`src/rslm_pkg.sv`:
```
// Package for the range scan local minimum finder.
// Holds sizes, register indexes and the result type; no dependencies.
package rslm_pkg;

    localparam int MAX_SAMPLES = 512;
    localparam int MAX_TARGETS = 16;

    localparam int WIN_LEN = 7;
    localparam int WIN_MID = 3;

    localparam int DIST_W  = 13;
    localparam int ANGLE_W = 12;
    localparam int STEP_W  = 6;
    localparam int SEP_W   = 12;
    localparam int ORD_W   = 4;
    localparam int CFG_IDX_W  = 2;
    localparam int CFG_DATA_W = 13;

    localparam int IDX_W   = $clog2(MAX_SAMPLES + 1);
    localparam int FOUND_W = $clog2(MAX_TARGETS + 1);
    localparam int PROD_W  = (IDX_W + STEP_W > ANGLE_W + 1) ? IDX_W + STEP_W : ANGLE_W + 1;

    localparam logic [ANGLE_W-1:0] ANGLE_MAX = '1;

    localparam logic [CFG_IDX_W-1:0] CFG_SCAN_STEP      = 2'd0;
    localparam logic [CFG_IDX_W-1:0] CFG_DISTANCE_LIMIT = 2'd1;
    localparam logic [CFG_IDX_W-1:0] CFG_MIN_SEPARATION = 2'd2;

    localparam logic [STEP_W-1:0] SCAN_STEP_RESET      = 6'd1;
    localparam logic [DIST_W-1:0] DISTANCE_LIMIT_RESET = 13'd500;
    localparam logic [SEP_W-1:0]  MIN_SEPARATION_RESET = 12'd20;

    typedef struct packed {
        logic [ANGLE_W-1:0] angle;
        logic [DIST_W-1:0]  distance;
        logic [ORD_W-1:0]   ordinal;
    } rslm_result_t;

endpackage

```
`src/rslm_cell.sv`:
```
// One tap of the sample window: holds a sample and compares it with the candidate.
// Depends on rslm_pkg.
module rslm_cell
    import rslm_pkg::*;
(
    input  logic              clk,
    input  logic              rst_n,
    input  logic              load,
    input  logic              clear,
    input  logic              shift,
    input  logic [DIST_W-1:0] shift_in,
    input  logic [DIST_W-1:0] candidate,
    output logic [DIST_W-1:0] value_eff,
    output logic [DIST_W-1:0] value_next,
    output logic              cand_le
);

    logic [DIST_W-1:0] value_reg;

    assign value_eff  = clear ? '0 : value_reg;
    assign value_next = shift ? shift_in : value_eff;
    assign cand_le    = (candidate <= value_next);

    always_ff @(posedge clk or negedge rst_n)
    begin
        if (!rst_n)
        begin
            value_reg <= '0;
        end
        else if (load)
        begin
            value_reg <= value_next;
        end
    end

endmodule

```
`src/rslm_out_buf.sv`:
```
// Two-entry output buffer: a result register and a skid register behind it.
// Depends on rslm_pkg.
module rslm_out_buf
    import rslm_pkg::*;
(
    input  logic         clk,
    input  logic         rst_n,
    input  logic         push,
    input  rslm_result_t push_data,
    output logic         full,
    output logic         out_valid,
    input  logic         out_stall,
    output rslm_result_t out_data
);

    logic         out_valid_reg, out_valid_next;
    logic         skid_valid_reg, skid_valid_next;
    rslm_result_t out_data_reg, out_data_next;
    rslm_result_t skid_data_reg, skid_data_next;
    logic         pop;

    assign pop       = out_valid_reg && !out_stall;
    assign full      = skid_valid_reg;
    assign out_valid = out_valid_reg;
    assign out_data  = out_data_reg;

    always_comb
    begin
        out_valid_next  = out_valid_reg;
        out_data_next   = out_data_reg;
        skid_valid_next = skid_valid_reg;
        skid_data_next  = skid_data_reg;
        if (!out_valid_reg || pop)
        begin
            out_valid_next  = skid_valid_reg || push;
            out_data_next   = skid_valid_reg ? skid_data_reg : push_data;
            skid_valid_next = 1'b0;
        end
        else if (push)
        begin
            skid_valid_next = 1'b1;
            skid_data_next  = push_data;
        end
    end

    always_ff @(posedge clk or negedge rst_n)
    begin
        if (!rst_n)
        begin
            out_valid_reg  <= 1'b0;
            skid_valid_reg <= 1'b0;
        end
        else
        begin
            out_valid_reg  <= out_valid_next;
            skid_valid_reg <= skid_valid_next;
        end
    end

    always_ff @(posedge clk)
    begin
        out_data_reg  <= out_data_next;
        skid_data_reg <= skid_data_next;
    end

endmodule

```
`src/range_scan_local_minimum_finder_unit.sv`:
```
// Top level of the range scan local minimum finder: configuration, scan control,
// the row of window cells and the output buffer. Depends on rslm_pkg, rslm_cell
// and rslm_out_buf.
//
//   Channel  Direction  Handshake            Payload
//   in       sink       in_valid / in_stall  distance_mm, start_scan
//   out      source     out_valid/out_stall  target_angle, target_distance, target_ordinal
//   cfg      sink       cfg_write            cfg_index, cfg_data
//
// One request is taken every cycle while in_stall is low; its result, if any, is registered
// in the output or skid register, after a combinational compare across the seven cells.
// Reset clears the window, the counters and the output buffer and loads the
// register defaults. A two-entry output buffer lets requests flow while one result
// waits; in_stall rises only once a second result is waiting.
module range_scan_local_minimum_finder_unit
    import rslm_pkg::*;
(
    input  logic                  clk,
    input  logic                  rst_n,
    input  logic                  cfg_write,
    input  logic [CFG_IDX_W-1:0]  cfg_index,
    input  logic [CFG_DATA_W-1:0] cfg_data,
    input  logic                  in_valid,
    output logic                  in_stall,
    input  logic [DIST_W-1:0]     distance_mm,
    input  logic                  start_scan,
    output logic                  out_valid,
    input  logic                  out_stall,
    output logic [ANGLE_W-1:0]    target_angle,
    output logic [DIST_W-1:0]     target_distance,
    output logic [ORD_W-1:0]      target_ordinal
);

    logic [STEP_W-1:0]  scan_step_reg;
    logic [DIST_W-1:0]  distance_limit_reg;
    logic [SEP_W-1:0]   min_separation_reg;
    logic [IDX_W-1:0]   sample_index_reg, sample_index_next;
    logic [ANGLE_W-1:0] last_angle_reg, last_angle_next;
    logic [FOUND_W-1:0] found_reg, found_next;

    logic               accept;
    logic               buf_full;
    logic               room;
    logic [IDX_W-1:0]   idx_eff;
    logic [ANGLE_W-1:0] last_eff;
    logic [FOUND_W-1:0] found_eff;
    logic [IDX_W-1:0]   offset;
    logic [PROD_W-1:0]  product;
    logic [ANGLE_W-1:0] angle;
    logic [ANGLE_W:0]   gap;
    logic               is_min;
    logic               spaced;
    logic               hit;
    rslm_result_t       result;
    rslm_result_t       out_data;

    logic [DIST_W-1:0]  cell_eff [WIN_LEN];
    logic [DIST_W-1:0]  cell_next [WIN_LEN];
    logic [WIN_LEN-1:0] cell_le;

    assign in_stall = buf_full;
    assign accept   = in_valid && !buf_full;

    always_ff @(posedge clk or negedge rst_n)
    begin
        if (!rst_n)
        begin
            scan_step_reg      <= SCAN_STEP_RESET;
            distance_limit_reg <= DISTANCE_LIMIT_RESET;
            min_separation_reg <= MIN_SEPARATION_RESET;
        end
        else if (cfg_write)
        begin
            case (cfg_index)
                CFG_SCAN_STEP:      scan_step_reg      <= cfg_data[STEP_W-1:0];
                CFG_DISTANCE_LIMIT: distance_limit_reg <= cfg_data[DIST_W-1:0];
                CFG_MIN_SEPARATION: min_separation_reg <= cfg_data[SEP_W-1:0];
                default:            ;
            endcase
        end
    end

    assign idx_eff   = start_scan ? '0 : sample_index_reg;
    assign last_eff  = start_scan ? '0 : last_angle_reg;
    assign found_eff = start_scan ? '0 : found_reg;
    assign room      = (idx_eff < IDX_W'(MAX_SAMPLES));

    for (genvar i = 0; i < WIN_LEN; i++)
    begin : g_cell
        logic [DIST_W-1:0] shift_in;
        if (i == WIN_LEN - 1)
        begin : g_last
            assign shift_in = distance_mm;
        end
        else
        begin : g_inner
            assign shift_in = cell_eff[i + 1];
        end
        rslm_cell u_cell (
            .clk        (clk),
            .rst_n      (rst_n),
            .load       (accept),
            .clear      (start_scan),
            .shift      (room),
            .shift_in   (shift_in),
            .candidate  (cell_next[WIN_MID]),
            .value_eff  (cell_eff[i]),
            .value_next (cell_next[i]),
            .cand_le    (cell_le[i])
        );
    end

    assign offset  = idx_eff - IDX_W'(WIN_MID);
    assign product = PROD_W'(offset) * PROD_W'(scan_step_reg);
    assign angle   = (product > PROD_W'(ANGLE_MAX)) ? ANGLE_MAX : product[ANGLE_W-1:0];
    assign gap     = {1'b0, angle} - {1'b0, last_eff};

    assign is_min = (cell_next[WIN_MID] < distance_limit_reg) && (&cell_le);
    assign spaced = (found_eff == '0)
                    || ((angle > last_eff) && (gap[ANGLE_W-1:0] > min_separation_reg));
    assign hit    = room && (idx_eff >= IDX_W'(WIN_LEN - 1)) && is_min
                    && (found_eff < FOUND_W'(MAX_TARGETS)) && spaced;

    always_comb
    begin
        result.angle    = angle;
        result.distance = cell_next[WIN_MID];
        result.ordinal  = ORD_W'(found_eff);
    end

    always_comb
    begin
        sample_index_next = room ? idx_eff + IDX_W'(1) : idx_eff;
        last_angle_next   = hit ? angle : last_eff;
        found_next        = hit ? found_eff + FOUND_W'(1) : found_eff;
    end

    always_ff @(posedge clk or negedge rst_n)
    begin
        if (!rst_n)
        begin
            sample_index_reg <= '0;
            last_angle_reg   <= '0;
            found_reg        <= '0;
        end
        else if (accept)
        begin
            sample_index_reg <= sample_index_next;
            last_angle_reg   <= last_angle_next;
            found_reg        <= found_next;
        end
    end

    rslm_out_buf u_out_buf (
        .clk       (clk),
        .rst_n     (rst_n),
        .push      (accept && hit),
        .push_data (result),
        .full      (buf_full),
        .out_valid (out_valid),
        .out_stall (out_stall),
        .out_data  (out_data)
    );

    assign target_angle    = out_data.angle;
    assign target_distance = out_data.distance;
    assign target_ordinal  = out_data.ordinal;

endmodule

```
`config.mk`:
```
export PLATFORM = sky130hd
export DESIGN_NAME = range_scan_local_minimum_finder_unit
export DESIGN_NICKNAME = d
export VERILOG_FILES = /design/src/rslm_pkg.sv /design/src/rslm_cell.sv /design/src/rslm_out_buf.sv /design/src/range_scan_local_minimum_finder_unit.sv
export SDC_FILE = /design/constraint.sdc
export NUM_CORES = 1
export LEC_CHECK = 0
export ABC_AREA = 1
export BUFFER_PORTS_ARGS = -buffer_cell sky130_fd_sc_hd__buf_2
export CORE_ASPECT_RATIO = 1.4
export CORE_MARGIN = 1.5
export CORE_UTILIZATION = 55
export CTS_CLUSTER_DIAMETER = 150
export DETAILED_ROUTE_END_ITERATION = 8
export GPL_TIMING_DRIVEN = 0
export PLACE_DENSITY = 0.73
export SLEW_MARGIN = 30
export SYNTH_ARGS = -nofsm -noshare
export SYNTH_HDL_FRONTEND = slang
export SYNTH_SLANG_ARGS = --single-unit
```
`constraint.sdc`:
```
create_clock -name clk -period 9.3 [get_ports clk]
set_clock_uncertainty 0.15 [all_clocks]
set_input_delay 0.93 -clock clk [delete_from_list [all_inputs] [get_ports clk]]
set_output_delay 0.93 -clock clk [all_outputs]
set_load 0.01 [all_outputs]
```
==> qor.yml, run 1 <==
status: "finished clean"
pwr-share-seq_pct: 20.5
clk_latency_ns: 0.52
syn_nets: 1959
power_frac_clock_pct: 18.2
synth-simple-area-share_pct: 19.1
cts_sinks: 209
cp-start-kind: "primary input"
finalHoldViolations: 0
cts_hold_buf: 0
viasPerCell: 5.67
synth_edf_count: 58
fin_total_pwr_mw: 5.38
combPwrFrac_pct: 61.4
grt.total_usage_pct: 29.1
peakVddDrop_mv: 0.604
die_w_um: 139
seq_area_um2: 5530
intPower_mw: 2.93
clk_pin_slew_worst_paths_ns: 0.06
synthDominantCellAreaShare_pct: 25.0
cpMaxStageDelayCell: "fa_1"
vias: 12476
cap_violations: 0
ys_ff_latch: 209
rows: 69
synth-main-ff-cell: "dfrtp_1"
io_pins: 65
dieArea_um2: 26900
cts_made_buffers: 22
synthDistinctLibCells: 49
pwr_density_cell_nw_per_um2: 327
place_hpwl_um: 29100
synth-seq-area-share_pct: 38.9
drc: 0
synth_area_leaders: "dfrtp_1 25%, ha_1 12%, edfxtp_1 12%"
portBuffers: 64
synth-xor-area-share_pct: 1.72
synth_largest_area_cell: "dfrtp_1"
die_h_um: 193
drive_above_1_share_pct: 12.8
tns_ns: 0
multi_input_area_um2: 7760
syn_area_per_cell_um2: 8.13
core_um2: 25400
relSlewSlack_pct: 38.8
crit_path_max_fanout: 11
min_path_type: "in2async"
timing.fmax_ghz: 0.112
grt_overflow_total: 0
cts_tree: "done"
grt_pass1_vias: 12783
swShare_pct: 45.5
yosys_warnings: 0
async_flop_share_pct: 72.2
finalCriticalPeriod_ns: 8.89
dr.pass1.iters: 5
drt_iter0_markers: 650
cp.required_ns: 9.38
critPathMaxStageDelay_ns: 0.54
place_congestion: 0.930
clk_path_buf_depth: 3
setup_viol: 0
worst_pin_slew_ns: 0.918
diodes: 0
grt_pass1_wl_um: 63100
antenna_found_initial: 0
cts_root_buffer: "clkbuf_16"
arrival_ns: 8.98
synth_adder_area_share_pct: 17.3
muxShareOfSynthArea_pct: 0
largest_register_ffs: 91
switchingPower_mw: 2.45
synth-compound-area-share_pct: 13.7
path_class: "in2reg"
leakagePower_nw: 7.92
wl_per_cell_um: 17.5
grt_start_max_net_pins: 87
slew_violations: 0
syn_inst: 1749
end_kind: "flop"
htree_levels: 1
finalNetCount: 2074
routed_wl_um: 38500
start_util_pct: 56.1
fillers: 2173
syn2layout_area_growth_pct: 15.6
netlist_area_um2: 14200
synth_top_family_by_area: "simple AND/OR/NAND/NOR gates"
period_share_pct: 95.6
ant_nets: 0
==> cells by family after synthesis <==
family,count (synthesis)
flip-flops,209
AND/OR/NAND/NOR,645
buffers and inverters,349
XOR/XNOR,28
AO/OA/AOI/OAI,342
adder cells (fa/ha/maj),176
==> stage by stage <==
stage	utilization, %	std cells	hold WS (ns)	cell area [um^2]	setup WS, ns
2_1_floorplan	-	1749	0.292	14300	0.0374
3_3_place_gp	59.1	2132	0.311	15000	-1.38
3_5_place_dp	59.7	2139	0.312	15100	-1.59
4_1_cts	64.0	2194	0.202	16200	0.0108
5_1_grt	64.8	2199	0.221	16400	-0.0202
6_report	64.8	2199	0.183	16400	0.406
==> area by class of cell <==
| class | instances | share of cell area, % |
|---|---|---|
| Multi-Input combinational cell | 1192 | 47.2 |
| Sequential cell | 209 | 33.6 |
| Inverter | 291 | 6.69 |
| Timing Repair Buffer | 91 | 3.77 |
| Clock buffer | 27 | 3.58 |
| Tap cell | 319 | 2.43 |
| Buffer | 57 | 1.40 |
| Clock inverter | 13 | 1.29 |
==> synth_stat cells, drive strengths merged, types with 4 or more instances <==
cell type	instances
ha	142
nor3	12
xor2	18
nor2	123
xnor2	10
a22oi	36
dfstp	9
edfxtp	58
inv	289
clkbuf	52
fa	34
dfrtp	142
buf	6
o21ai	161
or2	7
nand2	415
nand4	26
o211ai	4
a31oi	4
nand3	57
o22ai	43
a21oi	71
o21bai	7
==> cell usage in the layout (no fill, tap or decap), types with 43 or more instances in the layout <==
cell,n
nand2_1,395
inv_1,277
o21ai_0,148
dfrtp_1,142
ha_1,132
nor2_1,106
a21oi_1,64
buf_2,63
edfxtp_1,58
clkbuf_1,55
nand3_1,53
o22ai_1,43
==> routing by layer <==
| metal | wire, um | up-vias | global-route usage, % |
|---|---|---|---|
| li1 | - | 5989 | - |
| met2 | 20500 | 347 | 54.8 |
| met5 | 0 | - | 0 |
| met3 | 1600 | 132 | 3.02 |
| met1 | 14300 | 6008 | 32.3 |
| met4 | 2100 | 0 | 14.2 |
==> power groups by stage <==
stage | Combinational, mW | Clock, mW | Sequential (mW)
final | 3.30 | 0.976 | 1.10
after global routing | 3.69 | 1.02 | 1.11
after CTS | 3.04 | 0.988 | 1.10
after detailed placement | 2.79 | 0 | 1.12
after global placement | 2.70 | 0 | 1.11
after floorplan | 2.11 | 0 | 1.11
==> path summary, 6_finish.rpt <==
kind | from | end | depth (start not counted) | slack, ns
setup / recovery | start_scan | u_out_buf.skid_data_reg[17] | 52 | 0.41
hold / removal | rst_n | last_angle_reg[9] | 1 | 0.18
setup reg to reg | sample_index_reg[0] | u_out_buf.skid_data_reg[17] | 50 | 0.49
hold reg to reg | last_angle_reg[0] | last_angle_reg[0] | 2 | 0.33
max in group asynchronous | rst_n | g_cell[4].u_cell.value_reg[6] | 2 | 7.97
min in group clk | last_angle_reg[0] | last_angle_reg[0] | 2 | 0.33
==> timing repair <==
item | in CTS | in global routing
pin swaps | 12 | 18
setup endpoints to repair | 48 | 48
cloned | 2 | 0
gates resized for setup | 28 | 40
buffers inserted | 14 | 5
==> worst max-delay path: cells and delay by family <==
family	cells	cell delay, ns
AND/OR/NAND/NOR	24	2.89
AO/OA/AOI/OAI	10	1.45
adder cells (fa/ha/maj)	7	2.73
XOR/XNOR	1	0.16
buffers and inverters	10	0.77
Note: power is estimated with default switching activity, not from simulation.
==> run 2: changes to the inputs <==
--- a/config.mk
+++ b/config.mk
@@ -5,7 +5,6 @@
 export SDC_FILE = /design/constraint.sdc
 export NUM_CORES = 1
 export LEC_CHECK = 0
-export ABC_AREA = 1
 export BUFFER_PORTS_ARGS = -buffer_cell sky130_fd_sc_hd__buf_2
 export CORE_ASPECT_RATIO = 1.4
 export CORE_MARGIN = 1.5
==> qor.yml, run 2 <==
place_hpwl_um: 30300  # was 29,100 um
relSlewSlack_pct: 27.7  # was 38.8%
grt_pass1_vias: 11772  # was 12,783
htree_levels: 1  # unchanged
finalNetCount: 1773  # was 2,074
clk_path_buf_depth: 3  # unchanged
syn_nets: 1650  # was 1,959
ant_nets: 0  # unchanged
end_kind: "flop"  # unchanged
syn_inst: 1440  # was 1,749
clk_latency_ns: 0.53  # was 0.52 ns
status: "finished clean"  # unchanged
cts_tree: "done"  # unchanged
drc: 0  # unchanged
reg2reg_depth: 40  # was 50
portBuffers: 64  # unchanged
period_share_pct: 97.7  # was 95.6%
start_util_pct: 56.1  # about the same
cts_root_buffer: "clkbuf_16"  # unchanged
cpMaxStageDelayCell: "or4_4"  # was fa_1
worst_pin_slew_ns: 1.08  # was 0.918 ns
synth_edf_count: 58  # unchanged
syn_area_per_cell_um2: 10.2  # was 8.13 um^2
setup_viol: 0  # unchanged
post-route-util_pct: 65.2  # was 64.8%
layout_commonest_cell: "dfrtp_1"  # was nand2_1
ys_ff_latch: 209  # unchanged
routed_wl_um: 40000  # was 38,500 um
synthDominantCellAreaShare_pct: 24.2  # was 25.0%
die_h_um: 196  # was 193 um
layout_common_cells: "140 x dfrtp_1, 137 x nand2_1, 132 x ha_1"  # was 395 x nand2_1, 277 x inv_1, 148 x o21ai_0
dr.pass1.iters: 7  # was 5
grt_overflow_total: 0  # unchanged
cp.required_ns: 9.57  # was 9.38 ns
drt_iter0_markers: 677  # was 650
cp-start-kind: "flop"  # was primary input
dieArea_um2: 27700  # was 26,900 um^2
synth-main-ff-cell: "dfrtp_1"  # unchanged
syn2layout_area_growth_pct: 16.1  # was 15.6%
synth_common_cells: "142 x dfrtp_1, 142 x ha_1, 140 x nand2_1, 91 x mux2i_1, 89 x inv_1"  # was 403 x nand2_1, 283 x inv_1, 161 x o21ai_0, 142 x dfrtp_1, 142 x ha_1
grt_start_max_net_pins: 88  # was 87
cts_made_buffers: 22  # unchanged
crit_path_max_fanout: 7  # was 11
cap_violations: 0  # unchanged
synthDistinctLibCells: 79  # was 49
rows: 70  # was 69
place_congestion: 0.967  # was 0.930
core_um2: 26200  # was 25,400 um^2
tns_ns: 0  # unchanged
async_flop_share_pct: 72.2  # unchanged
grt.total_usage_pct: 29.5  # was 29.1%
finalCriticalPeriod_ns: 9.08  # was 8.89 ns
min_path_type: "in2async"  # unchanged
grt_pass1_wl_um: 63100  # about the same
finalHoldViolations: 0  # unchanged
arrival_ns: 9.35  # was 8.98 ns
vias: 11590  # was 12,476
viasPerCell: 6.09  # was 5.67
die_w_um: 141  # was 139 um
cts_sinks: 209  # unchanged
drive_above_1_share_pct: 23.4  # was 12.8%
synth_area_leaders: "dfrtp_1 24%, ha_1 12%, edfxtp_1 12%"  # was dfrtp_1 25%, ha_1 12%, edfxtp_1 12%
synth-seq-area-share_pct: 37.6  # was 38.9%
critPathMaxStageDelay_ns: 0.57  # was 0.54 ns
yosys_warnings: 0  # unchanged
synth_largest_area_cell: "dfrtp_1"  # unchanged
worst_path_most_repeated_cell: "o21ai_2"
slew_violations: 0  # unchanged
io_pins: 65  # unchanged
clk_pin_slew_worst_paths_ns: 0.07  # was 0.06 ns
wl_per_cell_um: 21.0  # was 17.5 um
diodes: 0  # unchanged
path_class: "reg2reg"  # was in2reg
largest_register_ffs: 91  # unchanged
antenna_found_initial: 1  # was 0
timing.fmax_ghz: 0.110  # was 0.112 GHz
netlist_area_um2: 14700  # was 14,200 um^2
-- run 2: final cells by class --
cell class,instances,area (um^2)
fill,2065,9120
clock inverter,12,146
timing repair buffer,100,651
multi-input combinational,1073,9020
clock buffer,28,634
inverter,89,342
sequential,209,5530
tap,324,405
buffer,68,334
-- run 2: through the flow --
stage / instances / hold WS (ns) / worst slack, ns / cell area (um^2)
6_report: 1903 / 0.193 / 0.217 / 17100
2_1_floorplan: 1440 / 0.307 / -0.147 / 14900
4_1_cts: 1879 / 0.200 / 0.00277 / 16700
5_1_grt: 1903 / 0.238 / -0.0961 / 17100
3_5_place_dp: 1832 / 0.332 / -1.11 / 15700
3_3_place_gp: 1828 / 0.334 / -1.80 / 15600
-- run 2: worst paths after layout --
path                                                from                        endpoint  slack, ns
hold / removal                                     rst_n  g_cell[0].u_cell.value_reg[11]       0.19
max in group asynchronous                          rst_n  g_cell[6].u_cell.value_reg[12]       7.97
min in group clk           g_cell[0].u_cell.value_reg[7]   g_cell[0].u_cell.value_reg[7]       0.35
setup reg to reg                     sample_index_reg[3]                    found_reg[3]       0.22
setup / recovery                     sample_index_reg[3]                    found_reg[3]       0.22
hold reg to reg            g_cell[0].u_cell.value_reg[7]   g_cell[0].u_cell.value_reg[7]       0.35
-- run 2: timing repair --
action | in CTS | in global routing
pin swaps | 12 | 36
cloned | 0 | 1
buffers inserted | 8 | 25
hold buffers | 0 | 0
resized for setup | 25 | 53
setup endpoints to repair | 48 | 48
-- run 2: kinds of logic (layout without fill, tap and decap cells) --
group | count (synthesis) | count (layout) | synth area share (%)
adders and majority gates | 176 | 176 | 16.7
and+or+nand+nor | 457 | 457 | 16.2
xor gates and xnor gates | 21 | 21 | 1.25
DFF | 209 | 209 | 37.6
AOI/OAI and AO/OA | 283 | 283 | 14.3
muxes | 136 | 136 | 9.64
buffers and inverters | 158 | 297 | 4.24
-- run 2: worst max-delay path, delay by kind of cell, from the launching register on --
| family | cells | cell delay (ns) |
|---|---|---|
| AO/OA/AOI/OAI | 17 | 3.01 |
| XOR/XNOR | 2 | 0.31 |
| adder cells (fa/ha/maj) | 6 | 2.38 |
| buffers and inverters | 5 | 0.40 |
| flip-flops | 1 | 0.38 |
| AND/OR/NAND/NOR | 10 | 2.34 |
-- run 2: metal layers --
layer,routed length [um],global-route usage [%],up-vias
met1,15000,32.8,5660
met5,13,0,-
met4,2790,19.2,2
met2,20600,53.0,329
met3,1590,3.38,160
li1,-,-,5439
Power of run 2 is not shown: default switching activity piles up to over one toggle a cycle in this logic, so the estimate is an artifact.
